`src/rtl/fct_pkg.sv`:
```
// Shared types and constants for the fraction coprimality test block.
`default_nettype none

package fct_pkg;

  localparam int DATA_WIDTH = 32;
  localparam int SHIFT_W    = $clog2(DATA_WIDTH) + 1;

  typedef logic [DATA_WIDTH-1:0] fct_word_t;
  typedef logic [SHIFT_W-1:0]    fct_shift_t;

  typedef enum logic [2:0] {
    ST_IDLE,
    ST_STRIP,
    ST_ODDA,
    ST_REDUCE,
    ST_FINISH
  } fct_state_t;

  typedef struct packed {
    logic load;
    logic strip;
    logic shift_a;
    logic shift_b;
    logic reduce;
    logic store_out;
  } fct_cmd_t;

  typedef struct packed {
    logic zero_op;
    logic both_even;
    logic a_even;
    logic b_even;
    logic diff_zero;
  } fct_status_t;

endpackage

`default_nettype wire

```
`src/rtl/fct_ctrl.sv`:
```
// Controller state machine that sequences the binary GCD steps and the result handshake.
`default_nettype none

module fct_ctrl
  import fct_pkg::*;
(
  input  wire logic        clk,
  input  wire logic        rst_n,
  input  wire logic        in_valid,
  output logic             in_ready,
  output logic             out_valid,
  input  wire logic        out_ready,
  input  wire fct_status_t status,
  output fct_cmd_t         cmd,
  output fct_state_t       state
);

  fct_state_t state_r, state_nxt;
  logic       out_valid_r, out_valid_nxt;

  always_ff @(posedge clk) begin
    if (!rst_n) begin
      state_r     <= ST_IDLE;
      out_valid_r <= 1'b0;
    end else begin
      state_r     <= state_nxt;
      out_valid_r <= out_valid_nxt;
    end
  end

  always_comb begin
    state_nxt = state_r;
    cmd       = '0;
    in_ready  = 1'b0;
    unique case (state_r)
      ST_IDLE: begin
        in_ready = 1'b1;
        if (in_valid) begin
          cmd.load  = 1'b1;
          state_nxt = status.zero_op ? ST_FINISH : ST_STRIP;
        end
      end
      ST_STRIP: begin
        if (status.both_even) begin
          cmd.strip = 1'b1;
        end else begin
          state_nxt = ST_ODDA;
        end
      end
      ST_ODDA: begin
        if (status.a_even) begin
          cmd.shift_a = 1'b1;
        end else begin
          state_nxt = ST_REDUCE;
        end
      end
      ST_REDUCE: begin
        if (status.b_even) begin
          cmd.shift_b = 1'b1;
        end else begin
          cmd.reduce = 1'b1;
          if (status.diff_zero) begin
            state_nxt = ST_FINISH;
          end
        end
      end
      ST_FINISH: begin
        // The result register can take a new value once the old one is gone or leaving.
        if (!out_valid_r || out_ready) begin
          cmd.store_out = 1'b1;
          state_nxt     = ST_IDLE;
        end
      end
      default: begin
        state_nxt = ST_IDLE;
      end
    endcase
  end

  always_comb begin
    if (cmd.store_out) begin
      out_valid_nxt = 1'b1;
    end else if (out_ready) begin
      out_valid_nxt = 1'b0;
    end else begin
      out_valid_nxt = out_valid_r;
    end
  end

  assign out_valid = out_valid_r;
  assign state     = state_r;

endmodule

`default_nettype wire

```
`config.mk`:
```
export PLATFORM = sky130hd
export DESIGN_NAME = fct_ctrl
export DESIGN_NICKNAME = d
export VERILOG_FILES = /design/src/rtl/fct_pkg.sv /design/src/rtl/fct_ctrl.sv
export SDC_FILE = /design/constraint.sdc
export NUM_CORES = 1
export LEC_CHECK = 0
export ABC_AREA = 1
export BUFFER_PORTS_ARGS = -buffer_cell sky130_fd_sc_hd__buf_2
export CAP_MARGIN = 20
export CORE_AREA = 4 4 41 43
export DETAILED_ROUTE_END_ITERATION = 16
export DIE_AREA = 0 0 45 47
export SYNTH_ARGS = -nofsm -noshare
export SYNTH_HDL_FRONTEND = slang
export SYNTH_SLANG_ARGS = --single-unit
```
`constraint.sdc`:
```
create_clock -name clk -period 1.2 [get_ports clk]
set_clock_uncertainty 0.2 [all_clocks]
set_input_delay 0.12 -clock clk [delete_from_list [all_inputs] [get_ports clk]]
set_output_delay 0.12 -clock clk [all_outputs]
set_load 0.01 [all_outputs]
```
## After elaboration in Yosys (flattened, before gate mapping)

Cells that the tools add are included.

| operators by class | value |
|---|---|
| $add $sub $neg | 0 |
| $mul | 0 |
| div/mod/pow operators | 0 |
| order comparisons | 0 |
| eq/ne operators | 10 |
| shift-type cells | 0 |
| muxes and demuxes | 22 |
| bitwise logic cells | 0 |
| reduce and logical (&&, ||, !) cells | 5 |

Operators by type and width:

| operator | number |
|---|---|
| $mux 3 | 7 |
| $pmux 3 s5 | 1 |
| $mux 1 | 13 |
| $ne 2x2->1 const B | 6 |
| $eq 3x2->1 const B | 2 |
| $reduce_and 6->1 | 1 |
| $eq 3x1->1 const B | 1 |
| $eq 3x3->1 const B | 1 |
| $logic_not 3->1 | 1 |
| $mux 2 | 1 |
| $reduce_bool 2->1 | 1 |
| $logic_not 1->1 | 1 |
| $logic_or 1x1->1 | 1 |

| word-level totals | value |
|---|---|
| register bits | 4 |
| bits in latches | 0 |
| bits in writable memories | 0 |
| memory bits (read-only) | 0 |
| input port bits | 9 |
| output and inout bits | 11 |
| memories | 0 |

## Longest topological paths before layout

| logic depth | value |
|---|---|
| depth in word-level cells | 5 |
| mapped depth | 10 |
| gate-level depth less buffers | 9 |

## Worst setup path after synthesis

No wires, ideal clock.

| timing path | value |
|---|---|
| kind | flip-flop to flip-flop |
| from | register state_r[1] (netlist: state[1]) |
| to | register state_r[1] (netlist: state[1]) |
| arrival time | 1074 ps |
| required time | 886 ps |
| slack | -188 ps |
| cell stages (with the launch flop) | 8 |
| clock period less this slack | 1388 ps |
| path through | dfxtp_1 > nand3_2 > nor2_2 > a21oi_2 > nand2_2 > nand2_1 > nand2_1 > nor2_2 |

| on the way | value |
|---|---|
| cells in the longest elaborated chain, start to end | 3 |
| elaborated cells between the ends (all ways) | 13 |

Ends and longest elaborated chain:

| element | line | source |
|---|---|---|
| from (decl) | fct_ctrl.sv:18 | `fct_state_t state_r, state_nxt;` |
| from (signal assigned) | fct_ctrl.sv:26 | `state_r <= state_nxt;` |
| $eq 3x3->1, or another cell as far along | fct_ctrl.sv:35 | `unique case (state_r)` |
| $ne 2x2->1 (no source line) | -- |  |
| $reduce_and 6->1 (no source line) | -- |  |

Several ways; a longest one is shown, not always the timed one.
A chain may end at the register's enable or synchronous reset.

==> out/metrics.yaml <==
drc: 0
design_area_um2: 729
drt-initial-drc-count: 1
dp_hpwl_um: 711
final_cells: 107
worst_pin_slew_ps: 265
grt_max_degree: 9
port_buffers: 19
muxShareOfSynthArea_pct: 0
synth_top_family_by_area: "simple AND/OR/NAND/NOR gates"
ys_types: 17
syn_nets: 64
holdWs_ps: 24.1
synth_top_area_share_pct: 23.6
clk_latency_ps: 240
die_y_um: 47
gp_congestion: 0.753
rows: 13
synth_seq_cells: 4
ant_nets: 0
grt.total_usage_pct: 12.0
worstSetupStartpointType: "flip-flop"
synth-adder-area-share_pct: 0
final_cell_mix: "buf_2, buf_6, nand2_1, buf_4, nor2_2"
grt_pass1_vias: 435
min_period_ps: 1490
ys_warn_count: 0
setup_violations: 12
dr.pass1.iters: 3
place_inst: 91
drive_gt1_share_pct: 73.9
max-clock-path-buffers: 2
worstPathArrival_ps: 1170
clk_pin_slew_ps: 40
cts-buffers-inserted: 3
cp.required_ps: 880
synth_area_leaders: "dfxtp_1, nand2_1, inv_1, nor2_2, nor2_1"
cts.sinks: 4
core_area_mm2: 0.00130
n_antenna_cell: 0
via_per_inst: 4.34
chipWidth_um: 45
drv_slew: 0
synth_compound_area_share_pct: 8.49
gr-total-overflow: 0
failed_checks: "setup timing"
grt_pass1_wl_um: 1780
ios: 20
syn_area_per_cell_um2: 6.17
ys_seq_area_share_pct: 23.6
drt-total-wl_um: 1280
end_kind: "output port"
placed_cell_area_um2: 483
synth_largest_area_cell: "dfxtp_1"
synth_xor_area_share_pct: 0
status: "finished with violations"
worst_slack_ps: -288
slew_headroom_pct: 82.2
hold_path_class: "in2reg"
layout_commonest_cell: "buf_2"
grt_setup_unrepaired: "true"
timing.final.hold_violations: 0
p_leak_nw: 0.372
h-tree-depth: 1
postSynthCellCount: 55
start_util_pct: 26.1
fmax_ghz: 0.672
cts_tree: "built"
ff2ff_path_depth: 10
nFillCells: 124
fin_crit_sh_pct: 124
drv_cap: 0
wl_per_cell_um: 11.9
syn-cell-area_um2: 339
power_density_mw_per_mm2: 2540
num_vias: 464
critPathMaxFanout: 5
cts_root_buf: "clkbuf_4"
yosys.area_share.simple_pct: 50.2
layout.nets: 103
antenna_found_initial: 0
crit_type: "reg2out"
die_area_mm2: 0.00212
whs_path_depth: 4
ir_worst_vdd_mv: 1.34
area_delta_synth_final_pct: 115
-- per-stage QoR --
step	total power [mW]	setup TNS, ps	util [%]	worst slack [ps]
finish	1.85	-2240	56.1	-288
global route	1.98	-3000	56.1	-365
CTS	1.58	-2200	50.9	-279
detailed placement	1.05	-605	37.1	-166
global placement	1.06	-590	37.1	-174
floorplan	0.829	-312	-	-103
-- logic make-up after synthesis --
group,Yosys count
AO/OA/AOI/OAI,4
buffers and inverters,13
flip-flops,4
AND/OR/NAND/NOR,34
-- layer usage --
| metal | routed length [um] | GRT usage (%) |
|---|---|---|
| met1 | 519 | 12.8 |
| met2 | 669 | 22.9 |
| met3 | 88 | 5.75 |
| met4 | 0 | 0 |
| met5 | 0 | 0 |
-- registers in the layout, indices dropped and copies added, names as in the netlist --
register and count:
out_valid 1, state 3
-- critical path: stages, from the launching register on --
cell and delay, ps:
dfxtp_4 400, buf_6 120, nand3_4 90, buf_6 130, nor2_1 70, buf_2 130
-- worst paths after layout --
kind	slack (ps)	endpoint	start
max	-290	cmd[1]	state[1]
max reg2reg	-260	state[1]	state[1]
min reg2reg	440	out_valid	out_valid
min	20	state[2]	status[2]
-- what timing repair did --
item	CTS	global route
hold buffers	1	0
hold endpoints to repair	4	0
pin swaps	3	9
setup endpoints to repair	10	14
gates resized for setup	14	20
setup buffers	13	1
-- synth_stat cells --
| cell type | number |
|---|---|
| nor4_1 | 1 |
| inv_1 | 10 |
| nand3_2 | 2 |
| o21ai_0 | 1 |
| dfxtp_1 | 4 |
| inv_2 | 1 |
| buf_4 | 1 |
| o21a_1 | 1 |
| nand2_1 | 13 |
| nand3_1 | 3 |
| buf_6 | 1 |
| a21oi_2 | 1 |
| nor2_2 | 6 |
| nor3_2 | 1 |
| nand2_2 | 1 |
| nor2_1 | 7 |
| a21boi_1 | 1 |
-- layout make-up --
class	count	area, um^2	area share, %
clock buffer	3	22.5	3.09
inverter	11	46.3	6.35
sequential	4	91.3	12.5
timing repair buffer	36	279	38.3
tap	15	18.8	2.57
multi-input combinational	38	272	37.2
-- power breakdown --
| part | switching (mW) | internal [mW] | leakage, nW |
|---|---|---|---|
| sequential | 0.152 | 0.209 | 0.0348 |
| clock | 0.0591 | 0.112 | 0.0138 |
| combinational | 0.630 | 0.687 | 0.323 |
| total | 0.841 | 1.01 | 0.372 |
No activity file was read; power rests on OpenSTA's default activity.
