<file path="src/rtl/fct_pkg.sv">
// Shared types and constants for the fraction coprimality test block.
`default_nettype none

package fct_pkg;

  localparam int DATA_WIDTH = 32;
  localparam int SHIFT_W    = $clog2(DATA_WIDTH) + 1;

  typedef logic [DATA_WIDTH-1:0] fct_word_t;
  typedef logic [SHIFT_W-1:0]    fct_shift_t;

  typedef enum logic [2:0] {
    ST_IDLE,
    ST_STRIP,
    ST_ODDA,
    ST_REDUCE,
    ST_FINISH
  } fct_state_t;

  typedef struct packed {
    logic load;
    logic strip;
    logic shift_a;
    logic shift_b;
    logic reduce;
    logic store_out;
  } fct_cmd_t;

  typedef struct packed {
    logic zero_op;
    logic both_even;
    logic a_even;
    logic b_even;
    logic diff_zero;
  } fct_status_t;

endpackage

`default_nettype wire

</file>
<file path="src/rtl/fct_dp.sv">
// Datapath of the binary GCD: working values, factor-of-two count and result register.
`default_nettype none

module fct_dp
  import fct_pkg::*;
(
  input  wire logic                         clk,
  input  wire logic                         rst_n,
  input  wire fct_cmd_t                     cmd,
  output fct_status_t                       status,
  input  wire logic signed [DATA_WIDTH-1:0] numerator,
  input  wire logic signed [DATA_WIDTH-1:0] denominator,
  output logic                              in_lowest_terms,
  output logic [DATA_WIDTH-1:0]             common_divisor,
  output logic                              invalid
);

  fct_word_t  a_r, a_nxt;
  fct_word_t  b_r, b_nxt;
  fct_shift_t k_r, k_nxt;
  logic       inv_r, inv_nxt;

  fct_word_t  div_out_r;
  logic       lowest_out_r;
  logic       inv_out_r;

  fct_word_t  mag_n, mag_d;
  fct_word_t  diff;
  fct_word_t  gcd_val;
  logic       a_gt_b;

  // The most negative operand maps to 2^(DATA_WIDTH-1), which fits unsigned.
  assign mag_n = numerator[DATA_WIDTH-1]   ? fct_word_t'(-numerator)   : fct_word_t'(numerator);
  assign mag_d = denominator[DATA_WIDTH-1] ? fct_word_t'(-denominator) : fct_word_t'(denominator);

  assign a_gt_b  = a_r > b_r;
  assign diff    = a_gt_b ? (a_r - b_r) : (b_r - a_r);
  assign gcd_val = a_r << k_r;

  assign status.zero_op   = (mag_n == '0) || (mag_d == '0);
  assign status.both_even = ~(a_r[0] | b_r[0]);
  assign status.a_even    = ~a_r[0];
  assign status.b_even    = ~b_r[0];
  assign status.diff_zero = (a_r == b_r);

  always_comb begin
    a_nxt   = a_r;
    b_nxt   = b_r;
    k_nxt   = k_r;
    inv_nxt = inv_r;
    if (cmd.load) begin
      a_nxt   = status.zero_op ? '0 : mag_n;
      b_nxt   = status.zero_op ? '0 : mag_d;
      k_nxt   = '0;
      inv_nxt = status.zero_op;
    end else if (cmd.strip) begin
      a_nxt = a_r >> 1;
      b_nxt = b_r >> 1;
      k_nxt = k_r + fct_shift_t'(1);
    end else if (cmd.shift_a) begin
      a_nxt = a_r >> 1;
    end else if (cmd.shift_b) begin
      b_nxt = b_r >> 1;
    end else if (cmd.reduce) begin
      // Keep the smaller value as the odd part and replace the other by the difference.
      a_nxt = a_gt_b ? b_r : a_r;
      b_nxt = diff;
    end
  end

  always_ff @(posedge clk) begin
    if (!rst_n) begin
      a_r   <= '0;
      b_r   <= '0;
      k_r   <= '0;
      inv_r <= 1'b0;
    end else begin
      a_r   <= a_nxt;
      b_r   <= b_nxt;
      k_r   <= k_nxt;
      inv_r <= inv_nxt;
    end
  end

  always_ff @(posedge clk) begin
    if (cmd.store_out) begin
      div_out_r    <= inv_r ? '0 : gcd_val;
      lowest_out_r <= ~inv_r && (gcd_val == fct_word_t'(1));
      inv_out_r    <= inv_r;
    end
  end

  assign in_lowest_terms = lowest_out_r;
  assign common_divisor  = div_out_r;
  assign invalid         = inv_out_r;

endmodule

`default_nettype wire

</file>
<file path="config.mk">
export PLATFORM = sky130hd
export DESIGN_NAME = fct_dp
export DESIGN_NICKNAME = d
export VERILOG_FILES = /design/src/rtl/fct_pkg.sv /design/src/rtl/fct_dp.sv
export SDC_FILE = /design/constraint.sdc
export NUM_CORES = 1
export LEC_CHECK = 0
export BUFFER_PORTS_ARGS = -buffer_cell sky130_fd_sc_hd__buf_2
export CAP_MARGIN = 15
export CORE_UTILIZATION = 50
export DETAILED_ROUTE_END_ITERATION = 10
export HOLD_SLACK_MARGIN = 0.05
export PLACE_DENSITY_LB_ADDON = 0.15
export SLEW_MARGIN = 20
export SYNTH_ARGS = -nofsm -noshare
export SYNTH_HDL_FRONTEND = slang
export SYNTH_SLANG_ARGS = --single-unit
</file>
<file path="constraint.sdc">
create_clock -name clk -period 13.9 [get_ports clk]
set_clock_uncertainty 0.15 [all_clocks]
set_input_delay 2.78 -clock clk [delete_from_list [all_inputs] [get_ports clk]]
set_output_delay 2.78 -clock clk [all_outputs]
set_load 0.03 [all_outputs]
</file>
### Word-level counts from Yosys, hierarchy flattened

Cells that the tools add are included.

| storage, ports and cells | value |
|---|---|
| flip-flop bits (word level) | 105 |
| output and inout port bits | 39 |

| cells by class | value |
|---|---|
| add/subtract/negate cells | 5 |
| order comparisons | 1 |
| equal/unequal tests | 4 |
| shift operators | 1 |
| multiplexer cells | 16 |
| bitwise logic cells | 6 |
| reductions and logical operators | 10 |

Operator list:

| cell | number |
|---|---|
| two-way mux 32 bit | 16 |
| zero test 32 bit | 2 |
| negator 32 bit | 2 |
| subtractor 32 bit | 2 |
| == test 32 x 1 -> 1 bit (second input constant) | 1 |
| == test 32 bit | 1 |
| > comparator 32 bit | 1 |
| left shift 32 x 6 -> 32 bit | 1 |
| nonzero test 4 bit | 3 |
| adder 6 x 1 -> 6 bit (second input constant) | 1 |
| NOT 1 bit | 5 |
| inequality test 4 x 1 -> 1 bit (second input constant) | 1 |
| inequality test 3 x 1 -> 1 bit (second input constant) | 1 |
| AND reduction 3 bit | 1 |
| AND reduction 2 bit | 1 |
| OR reduction 2 bit | 1 |
| logical AND 1 bit | 1 |
| logical OR 1 bit | 1 |
| bitwise OR 1 bit | 1 |

### Logic depth before layout (Yosys ltp)

Gate-level depths: netlist of run 1.

| depth | value |
|---|---|
| word-level depth | 7 |
| gate-level depth with buffers | 15 |
| mapped depth without buffers | 12 |

### Least setup slack after synthesis of run 1

OpenSTA, ideal clock, no wires.

| timing | value |
|---|---|
| path kind | input-to-output |
| start point | input numerator[12] |
| end point | output status[4] (netlist bit) |
| arrival time | 6,225 ps |
| required time | 10,970 ps |
| path slack | 4,745 ps |
| stages on the path | 10 |
| cells stage by stage | buf_2 or4_1 or4_1 clkbuf_1 o41ai_1 xor2_1 nand2_1 nor3_1 nand4b_1 o41ai_1 |

RTL lines:

| what | line | text |
|---|---|---|
| start, declared | fct_dp.sv:11 | `input wire logic signed [DATA_WIDTH-1:0] numerator,` |
| end, declared | fct_dp.sv:10 | `output fct_status_t status,` |

==> qor.csv, run 1 <==
metric,value,unit
finalSetupTns,0,ns
synth_top_area_frac,0.110,
grt_pass1_wl,75.4,mm
grt.overflow.total,0,
netlist_area,12900,um2
antennaDiodeCount,0,
rsz0062_at_grt,false,
max_slew_margin,0.228,
yosys_warnings,0,
leakage,4.98,nW
die_h,163,um
worstMarginPinSlew,1.15,ns
synth_top_cell_by_area,dfxtp_1,
synth_area_leaders,"dfxtp_1 (11%), edfxtp_1 (7.9%), ha_1 (6.5%)",
cts_setup_buffers,0,
clkSinkCount,105,
crit_arrival,6.09,ns
core-area,25300,um2
gp_congestion,1.02,
cp_common_cell,buf_2,
n_fill_cell,2462,
power.density,100,nW/um2
slew_viol_final,0,
synthFlopType,dfxtp_1,
finalCritPeriodShare,0.649,
cts-resized-gates,0,
synth.yosys.seq_area_share,0.189,
numPortBuffers,110,
place_hpwl,37.4,mm
start_util,0.512,
die_w,163,um
synth-edff-count,34,
final_core_util,0.544,
drt_wl_total,48.9,mm
num_rows,58,
cts_tree,done,
critPathTopFamily,simple AND/OR/NAND/NOR gates,
htree_levels,3,
grt_max_degree,69,
antenna_found_initial,1,
crit_end,status[4],
avgSynthCellArea,7.75,um2
cts_hold_buf,0,
drive_above_1_share,0.145,
drcViolationCount,0,
path_max_fanout,9,
drt_pass1_iterations,7,
startpoint,denominator[1],
worstSetupStartpointType,primary input,
status,"complete, no violations",
vdd_drop_max,0.0685,mV
setup_violations,0,
post_drt_wl_per_cell,24.5,um
num_vias,13800,
drtIter0Drc,1769,
worst_hold_slack,0.425,ns
synth_cells,1668,
hp-class,flip-flop to flip-flop,
crit_chain,"buf_2, inv_1, ha_1, nor4b_1, nand3_1, or4_1, a21oi_1, nor2_1, nor4_1, nand4_1, o41ai_1, buf_2",
root_buffer,clkbuf_16,
nets,1800,
synth.net_count,1809,
grt_pass1_vias,12800,
r2r_setup_slack,8.47,ns
clock_latency,0.37,ns
synth-seq-cells,105,
final_antenna_net_count,0,
ys_types,81,
cp.depth,12,
endpoint_kind,output port,
cpPeakStageDelay,0.72,ns
multiInputGateArea,9600,um2
p_total,1.37,mW
routed_via_density,6.90,
worstPathRequired,10.97,ns
grt_use_total,0.370,
clk_pin_slew_worst_paths,0.08,ns
rr_endpoint,b_r[12],
finalHoldViolations,0,
async_flop_share,0,
clockBufferDepth,2,
reg2regPathDepth,11,
syn_to_final_growth,6.17,%
path_class,primary input to output port,
cts_made_buffers,9,
path_buf_inv,3,
ff_latch_area,2450,um2
num_io_pins,111,
max-cap-violations,0,
die-area,26500,um2
finalCriticalPeriod,9.02,ns
r2r-start,a_r[13],
fmax,111,MHz
crit_slowest_cell,nor4b_1,
==> cell usage after synthesis, drive strengths merged (8+ instances only) <==
| cell type | count |
|---|---|
| nor2 | 152 |
| clkbuf | 125 |
| a21oi | 117 |
| o21ai | 89 |
| nand2 | 87 |
| nor3 | 87 |
| inv | 86 |
| dfxtp | 71 |
| ha | 67 |
| a211oi | 61 |
| xnor2 | 46 |
| mux2i | 43 |
| nand3 | 39 |
| xor2 | 37 |
| edfxtp | 34 |
| mux4 | 34 |
| nand4 | 34 |
| o32a | 28 |
| a31oi | 27 |
| nor4 | 23 |
| o21a | 23 |
| a21o | 22 |
| o31ai | 21 |
| buf | 20 |
| or4 | 20 |
| or3 | 18 |
| mux2 | 17 |
| nor2b | 17 |
| nand2b | 14 |
| o41ai | 14 |
| or2 | 14 |
| o211ai | 13 |
| o21bai | 10 |
| a2111oi | 9 |
| o2111ai | 9 |
| and2 | 8 |
| o31a | 8 |
==> routing by layer <==
layer | up-vias | GRT usage | routed length, um | part of all wire
met1 | 6570 | 0.454 | 19000 | 0.39
met5 | - | 0 | 0 | 0
li1 | 6333 | - | - | -
met2 | 698 | 0.614 | 23000 | 0.47
met4 | 0 | 0.186 | 2630 | 0.054
met3 | 164 | 0.0754 | 4230 | 0.086
==> where the power goes <==
part | internal, mW | switching (mW)
logic | 0.267 | 0.457
clock network | 0.125 | 0.136
registers | 0.344 | 0.0463
total | 0.736 | 0.639
==> worst min path at each step <==
| stage | from | cells after the start | end | slack, ns |
|---|---|---|---|---|
| after floorplan | inv_r | 0 | invalid | 0.26 |
| after global placement | b_r[3] | 2 | b_r[3] | 0.40 |
| after detailed placement | b_r[3] | 2 | b_r[3] | 0.41 |
| after CTS | b_r[3] | 2 | b_r[3] | 0.42 |
| after global routing | b_r[9] | 1 | b_r[9] | 0.46 |
| final | b_r[3] | 2 | b_r[3] | 0.43 |
==> through the flow <==
stage / cells / area (um2) / setup WS (ns)
2_1_floorplan: 1668 / 12900 / 4.74
3_3_place_gp: 1978 / 13400 / 5.00
3_5_place_dp: 1978 / 13400 / 4.94
4_1_cts: 1994 / 13700 / 4.92
5_1_grt: 1994 / 13700 / 4.54
6_report: 1994 / 13700 / 4.88
==> flip-flops by register name, summed over array words and instances (netlist names) <==
signal	cells
a_r	32
b_r	32
common_divisor	32
k_r	6
in_lowest_terms	1
inv_r	1
invalid	1
==> cells in the final DEF, fill, tap and decap left out, types with 37 or more instances in the layout <==
cell / instances
a211oi_1: 43
a21oi_1: 117
buf_2: 110
dfxtp_1: 69
ha_1: 67
inv_1: 86
mux2i_1: 43
nand2_1: 87
nand3_1: 39
nor2_1: 149
nor3_1: 87
o21ai_0: 86
xnor2_1: 46
xor2_1: 37
==> worst min-delay path, stage by stage, from the launching register on <==
cell,delay (ns)
dfxtp_1,0.37
nor2_1,0.12
a311oi_1,0.05
==> kinds of logic after synthesis <==
logic type / Yosys count / share of synthesized area
simple gates: 549 / 0.215
compound gates: 537 / 0.295
buf+inv: 231 / 0.0699
flops: 105 / 0.189
mux: 94 / 0.107
xor+xnor: 83 / 0.0562
fa+ha+maj: 69 / 0.0679
==> area by class of cell <==
| type | count | share of cell area |
|---|---|---|
| clock inverters | 7 | 0.00437 |
| flip-flops and latches | 105 | 0.178 |
| repair buffers | 125 | 0.0483 |
| multi-input cells | 1332 | 0.699 |
| clock buffers | 9 | 0.0164 |
| inverters | 86 | 0.0235 |
| well taps | 330 | 0.0301 |
(Power assumes the default switching activity.)
==> inputs of run 2 (changes only) <==
Clock period 13.9 ns to 7.4 ns, I/O delays scaled along.
==> run 2 against run 1 <==
Effect of this change:
- cell count up 0.25%
- critical path depth down 2
- largest power group unchanged
- die area unchanged
- via count up 0.90%
- setup slack worse by 3.9 ns
==> qor.csv, run 2 (same netlist as run 1, synthesis figures left out) <==
metric,value,unit,change
numPortBuffers,110,,unchanged
pwr-share-seq,0.284,,about the same
grt.overflow.total,0,,unchanged
n_fill_cell,2483,,was 2462
status,"complete, no violations",,unchanged
r2r_setup_slack,1.93,ns,was 8.47 ns
whs_path_depth,1,,was 2
drcViolationCount,0,,unchanged
grt_pass1_wl,74.3,mm,was 75.4 mm
post_drt_wl_per_cell,24.3,um,was 24.5 um
start_util,0.512,,unchanged
endpoint_kind,output port,,unchanged
nets,1805,,was 1800
root_buffer,clkbuf_16,,unchanged
rr_endpoint,a_r[6],,was b_r[12]
place_hpwl,37.2,mm,was 37.4 mm
hp-class,flip-flop to flip-flop,,unchanged
htree_levels,3,,unchanged
core-area,25300,um2,unchanged
crit_arrival,4.76,ns,was 6.09 ns
power.internal,1.39,mW,was 736 uW
mostFrequentLayoutCells,"nor2_1 (149), a21oi_1 (117), buf_2 (110)",,unchanged
die_w,163,um,unchanged
power.density,187,nW/um2,was 100 nW/um2
grt_pass1_vias,12600,,was 12800
syn_to_final_growth,6.58,%,was 6.17%
worstSetupStartpointType,primary input,,unchanged
die_h,163,um,unchanged
cts_tree,done,,unchanged
hold_start,b_r[10],,was b_r[3]
finalCriticalPeriod,6.39,ns,
gp_congestion,1.02,,about the same
path_class,primary input to output port,,unchanged
max-cap-violations,0,,unchanged
pwr-share-comb,0.527,,was 0.526
drt_wl_total,48.6,mm,was 48.9 mm
r2r-start,a_r[13],,unchanged
drive_above_1_share,0.147,,was 0.145
worstPathRequired,5.77,ns,was 10.97 ns
leakage,5.02,nW,was 4.98 nW
finalHoldViolations,0,,unchanged
clkSinkCount,105,,unchanged
max_slew_margin,0.198,,was 0.228
clk_pin_slew_worst_paths,0.07,ns,was 0.08 ns
cts-resized-gates,0,,unchanged
grt_max_degree,54,,was 69
num_vias,13900,,was 13800
vdd_drop_max,0.112,mV,was 0.0685 mV
reg2regPathDepth,12,,was 11
p_sw_frac,0.463,,was 0.465
num_rows,58,,unchanged
grt_use_total,0.364,,was 0.370
path_max_fanout,9,,unchanged
worst_slack,1.01,ns,was 4.88 ns
drt_pass1_iterations,6,,was 7
cts_made_buffers,9,,unchanged
antenna_found_initial,0,,was 1
layout_commonest_cell,nor2_1,,unchanged
clkPwrFrac,0.189,,was 0.190
rsz0062_at_grt,false,,unchanged
cts_hold_buf,0,,unchanged
routed_via_density,6.95,,was 6.90
finalSetupTns,0,ns,unchanged
drtIter0Drc,1808,,was 1769
whs_endpoint,b_r[10],,was b_r[3]
clock_latency,0.37,ns,about the same
final_core_util,0.546,,was 0.544
finalCritPeriodShare,0.863,,
clockBufferDepth,2,,unchanged
final_antenna_net_count,0,,unchanged
stdcell_area,13800,um2,was 13700 um2
pre_cts_slack,1.06,ns,was 4.94 ns
antennaDiodeCount,0,,unchanged
slew_viol_final,0,,unchanged
die-area,26500,um2,unchanged
worstMarginPinSlew,1.20,ns,was 1.15 ns
switching_power,1.19,mW,was 639 uW
post_dp_cell_area,13500,um2,was 13400 um2
fmax,157,MHz,
cts_setup_buffers,0,,unchanged
num_io_pins,111,,unchanged
setup_violations,0,,unchanged
run 2: changes by cell type in the layout (fill, tap and decap cells not counted), sizes merged:
cell,change
buf,+5
clkinv,+2
clkinvlp,-2
run 2: per-stage QoR:
step	hold slack [ns]	instances	power, mW
3_3_place_gp	0.406	1983	2.05
6_report	0.451	1999	2.58
3_5_place_dp	0.420	1983	2.05
2_1_floorplan	0.256	1668	1.64
5_1_grt	0.454	1999	2.69
4_1_cts	0.443	1999	2.53
run 2: worst max path at each step:
stage                       start        end  slack, ns  cells past startpoint
CTS                  numerator[0]  status[4]       1.04                     11
finish              numerator[12]  status[4]       1.01                     10
floorplan           numerator[12]  status[4]       0.84                     10
global route         numerator[0]  status[4]       0.78                     11
detailed placement   numerator[0]  status[4]       1.06                     11
global placement    numerator[12]  status[4]       1.06                     10
run 2: power by group through the flow:
stage          combinational, mW  sequential (mW)  clock (mW)
2_1_floorplan              0.915            0.727           0
3_3_place_gp                1.31            0.741           0
3_5_place_dp                1.31            0.742           0
4_1_cts                     1.32            0.729       0.485
5_1_grt                     1.45            0.737       0.509
6_report                    1.36            0.733       0.488
run 2: critical path: stages:
cell and delay, ns:
buf_2 0.15, or4_1 0.61, or4_1 0.67, o41ai_1 0.46, xor2_1 0.31, nand2_1 0.09
nor3_1 0.16, nand4b_1 0.12, o41ai_1 0.44, buf_2 0.27
run 2: area by class of cell:
type / instances / area (um2) / share of cell area
Clock inverter: 7 / 62.6 / 0.00454
Sequential cell: 105 / 2450 / 0.178
Clock buffer: 9 / 225 / 0.0163
Timing Repair Buffer: 130 / 713 / 0.0518
Multi-Input combinational cell: 1332 / 9600 / 0.696
Tap cell: 330 / 413 / 0.0300
Inverter: 86 / 323 / 0.0234
run 2: layer usage:
metal | wire length (um) | global-route usage | vias up | share of wire
li1 | - | - | 6359 | -
met1 | 19400 | 0.456 | 6599 | 0.40
met2 | 22400 | 0.595 | 764 | 0.46
met3 | 4030 | 0.0619 | 167 | 0.083
met4 | 2660 | 0.193 | 0 | 0.055
met5 | 0 | 0 | - | 0
==> inputs of run 3 (changes only) <==
Clock period 7.4 ns to 6.2 ns, I/O delays scaled along.
==> run 3 against run 2 <==
Effect of this change:
- sequential share of layout area down 0.12 points
- sequential power up 19%
- cell area up 0.57%
- hold slack worse by 0.019 ns
- first-iteration DRC count up 4.0%
- clock power up 18%
- critical path depth unchanged
- die area unchanged
- global-route usage up 0.65 points
- non-clock buffer count up 12
- core utilization up 0.31 points
- register-to-register slack worse by 0.90 ns
- critical endpoint unchanged
==> qor.csv, run 3 (same netlist as run 1, synthesis figures left out) <==
metric,value,unit,change
cts_tree,done,,unchanged
cts-resized-gates,0,,unchanged
cts_made_buffers,9,,unchanged
crit_slowest_cell,or4_1,,unchanged
drive_above_1_share,0.153,,was 0.147
r2r-start,a_r[14],,was a_r[13]
multiInputGateArea,9600,um2,unchanged
path_max_fanout,9,,unchanged
nets,1817,,was 1805
grt_pass1_wl,75.3,mm,was 74.3 mm
finalSetupTns,0,ns,unchanged
rr_endpoint,a_r[16],,was a_r[6]
clock_latency,0.37,ns,about the same
grt.busiest_layer,met2,,unchanged
num_vias,14000,,was 13900
worstPathRequired,4.81,ns,was 5.77 ns
final_antenna_net_count,0,,unchanged
gp_congestion,1.06,,was 1.02
grt_use_total,0.370,,was 0.364
cpPeakStageDelay,0.68,ns,was 0.67 ns
status,"complete, no violations",,unchanged
antennaDiodeCount,0,,unchanged
mostFrequentLayoutCells,"nor2_1 (149), a21oi_1 (117), buf_2 (110)",,unchanged
numPortBuffers,110,,unchanged
grt_use_met3,0.0616,,was 0.0619
clockBufferDepth,2,,unchanged
drcViolationCount,0,,unchanged
worstSetupStartpointType,primary input,,unchanged
drt_wl_total,49.2,mm,was 48.6 mm
finalCriticalPeriod,5.83,ns,
n_fill_cell,2500,,was 2483
grt.overflow.total,0,,unchanged
finalHoldViolations,0,,unchanged
drt_pass1_iterations,6,,unchanged
stdcell_area,13900,um2,was 13800 um2
post_dp_cell_area,13600,um2,was 13500 um2
rsz0062_at_grt,false,,unchanged
setup_violations,0,,unchanged
leakage,5.07,nW,was 5.02 nW
die_w,163,um,unchanged
drtIter0Drc,1881,,was 1808
crit_chain,"buf_2, or4_1, or4_1, o41ai_1, xor2_1, nand2_1, nor3_1, nand4b_1, o41ai_1, buf_2",,unchanged
use_met1,0.467,,was 0.456
power.density,222,nW/um2,was 187 nW/um2
reg2regPathDepth,12,,unchanged
cp.depth,10,,unchanged
hp-class,flip-flop to flip-flop,,unchanged
r2r_setup_slack,1.03,ns,was 1.93 ns
die_h,163,um,unchanged
worstMarginPinSlew,1.10,ns,was 1.20 ns
path_class,primary input to output port,,unchanged
start_util,0.512,,unchanged
clk_pin_slew_worst_paths,0.08,ns,was 0.07 ns
num_rows,58,,unchanged
core-area,25300,um2,unchanged
syn_to_final_growth,7.19,%,was 6.58%
crit_end,status[4],,unchanged
vdd_drop_max,0.143,mV,was 0.112 mV
globalRouteMet2Util,0.608,,was 0.595
startpoint,numerator[12],,unchanged
crit_arrival,4.44,ns,was 4.76 ns
post_drt_wl_per_cell,24.4,um,was 24.3 um
max-cap-violations,0,,unchanged
layout_commonest_cell,nor2_1,,unchanged
ff_latch_area,2440,um2,was 2450 um2
num_io_pins,111,,unchanged
place_hpwl,37.7,mm,was 37.2 mm
routed_via_density,6.98,,was 6.95
cts_setup_buffers,0,,unchanged
die-area,26500,um2,unchanged
htree_levels,3,,unchanged
finalCritPeriodShare,0.940,,
critPathTopFamily,simple AND/OR/NAND/NOR gates,,unchanged
clkSinkCount,105,,unchanged
fmax,172,MHz,
path_buf_inv,2,,unchanged
slew_viol_final,0,,unchanged
antenna_found_initial,1,,was 0
grt_max_degree,45,,was 54
max_slew_margin,0.254,,was 0.198
endpoint_kind,output port,,unchanged
root_buffer,clkbuf_16,,unchanged
grt_pass1_vias,12800,,was 12600
cts_hold_buf,0,,unchanged
run 3: worst min-delay path: stages, from the launching register on:
cell	delay [ns]
dfxtp_1	0.36
nor2_1	0.12
a311oi_1	0.05
run 3: through the flow:
stage | utilization | setup WS, ns | hold WS [ns] | std cells | total power [mW]
global route | 0.549 | 0.0805 | 0.444 | 2011 | 3.21
floorplan | - | 0.125 | 0.256 | 1668 | 1.96
finish | 0.549 | 0.370 | 0.432 | 2011 | 3.08
detailed placement | 0.538 | 0.407 | 0.412 | 1995 | 2.45
CTS | 0.549 | 0.393 | 0.425 | 2011 | 3.02
global placement | 0.538 | 0.402 | 0.399 | 1995 | 2.45
run 3: area by class of cell:
cell class | count | share of cell area
clock inverter | 7 | 0.00388
tap | 330 | 0.0298
multi-input combinational | 1332 | 0.692
timing repair buffer | 142 | 0.0580
inverter | 86 | 0.0233
clock buffer | 9 | 0.0162
sequential | 105 | 0.176
run 3: routing by layer:
metal | wire, um | vias to the layer above
li1 | - | 6367
met1 | 19400 | 6722
met2 | 22600 | 798
met3 | 4480 | 149
met4 | 2590 | 0
met5 | 0 | -
run 3: report_power, final:
part | internal (mW) | leakage, nW | switching (mW)
clock network | 0.277 | 0.132 | 0.296
registers | 0.772 | 0.937 | 0.0995
logic | 0.601 | 4.00 | 1.03
run 3: how the worst min path moves through the flow:
stage | startpoint | end | slack (ns) | cells after the start
floorplan | inv_r | invalid | 0.26 | 0
global placement | b_r[3] | b_r[3] | 0.40 | 2
CTS | b_r[3] | b_r[3] | 0.42 | 2
detailed placement | b_r[9] | b_r[9] | 0.41 | 1
finish | b_r[3] | b_r[3] | 0.43 | 2
global route | b_r[3] | b_r[3] | 0.44 | 2
